### config.mk
export PLATFORM = sky130hd
export DESIGN_NAME = tcw_front
export DESIGN_NICKNAME = d
export VERILOG_FILES = /design/src/rtl/tcw_pkg.sv /design/src/rtl/tcw_front.sv
export SDC_FILE = /design/constraint.sdc
export NUM_CORES = 1
export LEC_CHECK = 0
export BUFFER_PORTS_ARGS = -buffer_cell sky130_fd_sc_hd__buf_2
export CAP_MARGIN = 40
export CORE_UTILIZATION = 40
export CTS_CLUSTER_DIAMETER = 150
export DETAILED_ROUTE_END_ITERATION = 10
export PLACE_DENSITY = 0.6
export SLEW_MARGIN = 25
export SYNTH_ARGS = -nofsm -noshare
export SYNTH_HDL_FRONTEND = slang
export SYNTH_SLANG_ARGS = --single-unit
### constraint.sdc
create_clock -name clk -period 2.5 [get_ports clk]
set_clock_uncertainty 0.2 [all_clocks]
set_input_delay 0.375 -clock clk [delete_from_list [all_inputs] [get_ports clk]]
set_output_delay 0.375 -clock clk [all_outputs]
set_load 0.05 [all_outputs]
### src/rtl/tcw_pkg.sv
// ----------------------------------------------------------------------------
// tcw_pkg
// shared constants and types for the text console writer
// ----------------------------------------------------------------------------
package tcw_pkg;
  localparam int COLS_DEF     = 80;
  localparam int ROWS_DEF     = 25;
  localparam int TAB_COLS_DEF = 4;
  localparam int TAB_ROWS_DEF = 4;

  localparam logic [1:0] CMD_PUT   = 2'd0;
  localparam logic [1:0] CMD_CLEAR = 2'd1;
  localparam logic [1:0] CMD_SETPOS = 2'd2;
  localparam logic [1:0] CMD_READ  = 2'd3;

  localparam logic [7:0] CH_LF = 8'h0A;
  localparam logic [7:0] CH_CR = 8'h0D;
  localparam logic [7:0] CH_HT = 8'h09;
  localparam logic [7:0] CH_VT = 8'h0B;

  localparam logic [7:0] COLOUR_RESET = 8'h0E;

  // classified command handed from front to back
  typedef struct packed {
    logic [1:0] cmd;
    logic [7:0] char_code;
    logic [6:0] col;
    logic [4:0] row;
  } tcw_op_t;
endpackage

### src/rtl/tcw_front.sv
// ----------------------------------------------------------------------------
// tcw_front
// accepts commands, saturates positions, holds a two entry queue
// ----------------------------------------------------------------------------
module tcw_front #(
  parameter int COLS = tcw_pkg::COLS_DEF,
  parameter int ROWS = tcw_pkg::ROWS_DEF
) (
  input  logic             clk,
  input  logic             rst_n,
  input  logic             push,
  input  logic [1:0]       cmd,
  input  logic [7:0]       char_code,
  input  logic [6:0]       col,
  input  logic [4:0]       row,
  output logic             full,
  output logic             q_valid,
  output tcw_pkg::tcw_op_t q_op,
  input  logic             pop
);
  tcw_pkg::tcw_op_t ent_r [2];
  logic [1:0] cnt_r, cnt_nxt;
  logic rd_r, wr_r;
  tcw_pkg::tcw_op_t op_in;

  always_comb begin
    op_in.cmd = cmd;
    op_in.char_code = char_code;
    op_in.col = ({25'd0, col} > COLS - 1) ? 7'(COLS - 1) : col;
    op_in.row = ({27'd0, row} > ROWS - 1) ? 5'(ROWS - 1) : row;
  end

  assign full    = cnt_r == 2'd2;
  assign q_valid = cnt_r != 2'd0;
  assign q_op    = ent_r[rd_r];
  assign cnt_nxt = cnt_r + 2'(push && !full) - 2'(pop && q_valid);

  always_ff @(posedge clk) begin
    if (!rst_n) begin
      cnt_r <= '0;
      rd_r  <= 1'b0;
      wr_r  <= 1'b0;
    end else begin
      cnt_r <= cnt_nxt;
      if (push && !full) begin
        wr_r <= !wr_r;
      end
      if (pop && q_valid) begin
        rd_r <= !rd_r;
      end
    end
  end

  always_ff @(posedge clk) begin
    if (push && !full) begin
      ent_r[wr_r] <= op_in;
    end
  end

  a_cnt: assert property (@(posedge clk) disable iff (!rst_n) cnt_r <= 2'd2)
    else $error("queue count overflow");
endmodule

---- Yosys cells after proc, flatten, opt, wreduce, memory -nomap -nowiden ----
Memories as Yosys holds them, arrays and structs flattened. A register that Yosys moved wholly into a read port is not among the register bits.
Cells that the tools add are included.
storage, ports and cells
  register bits ........................... 4
  RAM bits ................................ 44
  word-level logic and storage cells ...... 21
  memories ................................ 1
cells by class
  $add $sub $neg .......................... 2
  order comparisons ....................... 2
  equal/unequal tests ..................... 1
  mux-type cells .......................... 6
  reduce and logical (&&, ||, !) cells .... 6
memory list
  memory  words  width  read ports  clocked after memory_dff  write ports  RTL line         RTL
  ent_r   2      22     1           1                         1            tcw_front.sv:21  tcw_pkg::tcw_op_t ent_r [2];
operators with widths
  kind                                         count
  7-bit > comparator (second input constant)   1
  7-bit two-way mux                            1
  5-bit > comparator (second input constant)   1
  5-bit two-way mux                            1
  1-bit two-way mux                            4
  1-bit zero test                              3
  2-bit by 1-bit adder with 2-bit output       1
  2-bit equality test (second input constant)  1
  1-bit logical AND                            2
  2-bit nonzero test                           1
  2-bit by 1-bit subtractor with 2-bit output  1

---- Longest topological paths before layout ----
  depth after elaboration ................. 5
  gate-level depth with buffers ........... 8
  mapped depth without buffers ............ 8

---- Worst setup path after synthesis ----
No wires, ideal clock.
  kind .................................... flip-flop to flip-flop
  start point ............................. reg cnt_r[0]
  end point ............................... mem ent_r[0][0] (netlist bit), enable pin
  setup time .............................. 0.401 ns
  data arrival time ....................... 1.522 ns
  required time ........................... 1.899 ns
  setup slack ............................. 0.378 ns
  cell stages (with the launch flop) ...... 4
  path buffers ............................ 0
  cells stage by stage .................... dfxtp_1 > nand2b_1 > nand2_1 > nor2_1
on the way
  cells in the longest elaborated chain, start to end .. 5
RTL lines
  what                                     RTL line         RTL
  start, declared                          tcw_front.sv:22  logic [1:0] cnt_r, cnt_nxt;
  start signal, assigned                   tcw_front.sv:44  cnt_r <= cnt_nxt;
  2-bit equality test                      tcw_front.sv:33  assign full = cnt_r == 2'd2;
  1-bit zero test                          tcw_front.sv:55  if (push && !full) begin
  1-bit logical AND                        tcw_front.sv:55
  1-bit two-way mux                        tcw_front.sv:55
  1-bit two-way mux (implied by the code)  tcw_front.sv:56  ent_r[wr_r] <= op_in;
  end, declared                            tcw_front.sv:21
Every way passes these cells.

==> impl_metrics.env <==
export IMPL_syn_nets=135
export IMPL_wl_per_cell_um=13.6
export IMPL_r2r_cells=8
export IMPL_ys_seq_elements=49
export IMPL_dieArea_um2=5050
export IMPL_use_met2_pct=21.7
export IMPL_fp_row_count=24
export IMPL_grt_use_met3_pct=4.42
export IMPL_fin_crit_ns=2.17
export IMPL_drv_slew=0
export IMPL_die_width_um=71.0
export IMPL_cts_root_buf="clkbuf_8"
export IMPL_worst_path_buf_inv=2
export IMPL_worst_hold_path_type="input port to flip-flop"
export IMPL_path_cells="buf_12 > mux2_2 > buf_2"
export IMPL_cp_data_arrival_time_ns=1.60
export IMPL_clock_sinks=49
export IMPL_gp_congestion=0.675
export IMPL_postCtsHoldBufs=0
export IMPL_cts_buffer_depth=2
export IMPL_slew_headroom_pct=75.6
export IMPL_use_met1_pct=15.8
export IMPL_worst_slew_pin_transition_ns=0.365
export IMPL_placed_cell_area_um2=2240
export IMPL_port_buffers=49
export IMPL_cp_slowest_stage_delay_ns=0.54
export IMPL_netlist_instances=107
export IMPL_hold_viol=0
export IMPL_drive_gt1_share_pct=51.8
export IMPL_rsz0062_at_grt="false"
export IMPL_period_share_pct=86.9
export IMPL_cts_tree="yes"
export IMPL_coreArea_um2=4470
export IMPL_synth_area_top_cells="edfxtp_1, mux2_2, dfxtp_1, nand2b_1, and2_1"
export IMPL_finalSetupTns_ns=0
export IMPL_antenna_found_initial=0
export IMPL_grt_pass1_wl_um=4880
export IMPL_grt_max_degree=17
export IMPL_wirelength_um=2930
export IMPL_ant_nets=0
export IMPL_via_per_inst=4.68
export IMPL_track_usage_pct=12.9
export IMPL_register_area_um2=1420
export IMPL_dp_hpwl_um=2110
export IMPL_cts_made_buffers=5
export IMPL_clk_latency_ns=0.28
export IMPL_dr_first_iter_drc_count=35
export IMPL_syn_mean_instance_area_um2=17.8
export IMPL_fillCellCount=386
export IMPL_synth_cell_types=18
export IMPL_start_util_pct=42.6
export IMPL_grt_pass1_vias=1045
export IMPL_crit_type="flip-flop to output pin"
export IMPL_via_count=1011
export IMPL_antenna_cells=0
export IMPL_cpMaxStageDelayCell="dfxtp_1"
export IMPL_violations="design-rule violations"
export IMPL_status="complete, but fails checks"
export IMPL_ctsHtreeMaxLevel=2
export IMPL_clk_pin_slew_worst_paths_ns=0.08
export IMPL_stdcell_area_um2=2320
export IMPL_cp_start_kind="flip-flop"
export IMPL_cp_depth=3
export IMPL_critPathMaxFanout=16
export IMPL_syn_area_um2=1910
export IMPL_whs_path_depth=1
export IMPL_powerDensity_nw_per_um2=1070
export IMPL_p_leak_uw=0.000899
export IMPL_cts_setup_buffers=0
export IMPL_die_h_um=71.0
export IMPL_maxCapViolations=0
export IMPL_cpLargestDelayFamily="flip-flops"
export IMPL_synth_largest_area_cell="edfxtp_1"
export IMPL_ys_seq_area_share_pct=74.5
export IMPL_io_pins=50
export IMPL_clock_fmax_mhz=461
export IMPL_multi_input_area_um2=447
export IMPL_top_usage_layer="met2"
export IMPL_grt_ovfl_total=0
export IMPL_crit_required_ns=1.92
export IMPL_setup_viol=0
export IMPL_endpoint_kind="output pin"
export IMPL_yosysWarnings=0
export IMPL_peakVddDrop_uv=490
export IMPL_finalNetCount=191
export IMPL_drc=3
export IMPL_cts_repair_resized=0
export IMPL_post_synth_top_area_fraction_pct=69.3
export IMPL_drt_pass1_iterations=7
export IMPL_area_growth_pct=21.5
## metrics by stage
step / setup slack (ns) / total power [uW] / util, % / instances / hold WS (ns)
CTS: 0.289 / 2510 / 51.8 / 216 / 0.0671
global placement: 0.672 / 2060 / 50.0 / 208 / 0.280
global route: 0.230 / 2590 / 51.8 / 216 / 0.0514
finish: 0.329 / 2470 / 51.8 / 216 / 0.0706
detailed placement: 0.628 / 2080 / 50.0 / 208 / 0.299
floorplan: 0.378 / 1860 / - / 107 / 0.255
## final cells by class
class                   count  share of cell area [%]
flip-flops and latches     49                    61.3
inverters                   2                   0.324
multi-input cells          51                    19.3
well taps                  52                    2.81
clock inverters             1                   0.216
repair buffers             54                    12.7
clock buffers               7                    3.29
## power by group
| group | switching, uW | internal, uW | total, uW |
|---|---|---|---|
| logic | 655 | 309 | 963 |
| clock network | 231 | 196 | 427 |
| registers | 52.0 | 1030 | 1080 |
| total | 937 | 1540 | 2470 |
## cells in the mapped netlist
cell	instances
and2_1	5
and3_1	1
buf_6	2
clkbuf_1	3
dfxtp_1	5
edfxtp_1	44
ha_1	2
inv_1	2
mux2_2	22
mux2i_1	1
nand2_1	3
nand2b_1	6
nor2_1	1
nor2b_1	4
o21a_2	1
o21ai_1	1
or2_2	1
xnor2_1	3
## placed cells by master, fill, tap and decap left out
cell type	instances
dfxtp_1	5
nor2b_1	4
or2_2	1
xnor2_1	3
mux2i_1	1
nand2_1	3
clkbuf_8	5
buf_4	4
nand2b_1	6
nor2_2	1
buf_12	1
o21a_2	1
clkbuf_1	2
and2_1	5
clkinv_2	1
o21ai_1	1
mux2_2	22
edfxtp_1	44
ha_1	2
buf_2	49
inv_1	2
and3_1	1
## flip-flops by register name, summed over array words and instances, names as in the netlist, named ones only
name   flops
rd_r       1
cnt_r      2
ent_r     44
wr_r       1
## worst paths after layout
| path | slack (ns) | start | endpoint |
|---|---|---|---|
| worst max-delay path | 0.33 | flip-flop | q_op[17] |
| worst min-delay path | 0.07 | char_code[6] | ent_r[1][18] |
| worst max register to register | 0.64 | cnt_r[0] | cnt_r[1] |
| worst min register to register | 0.31 | wr_r | wr_r |
## logic make-up after synthesis
kind of cell / after synthesis / synth area share (%)
flip-flops: 49 / 74.5
multiplexers: 23 / 13.5
AND/OR/NAND/NOR: 21 / 6.37
buffers and inverters: 7 / 2.17
XOR/XNOR: 3 / 1.38
AO/OA/AOI/OAI: 2 / 0.722
adder cells (fa/ha/maj): 2 / 1.31
## per-layer routing
layer	share of wire, %	up-vias
met3	5.8	5
li1	-	498
met4	1.1	0
met2	49	31
met5	0	-
met1	44	477
Power figures use the tool's default switching activity.
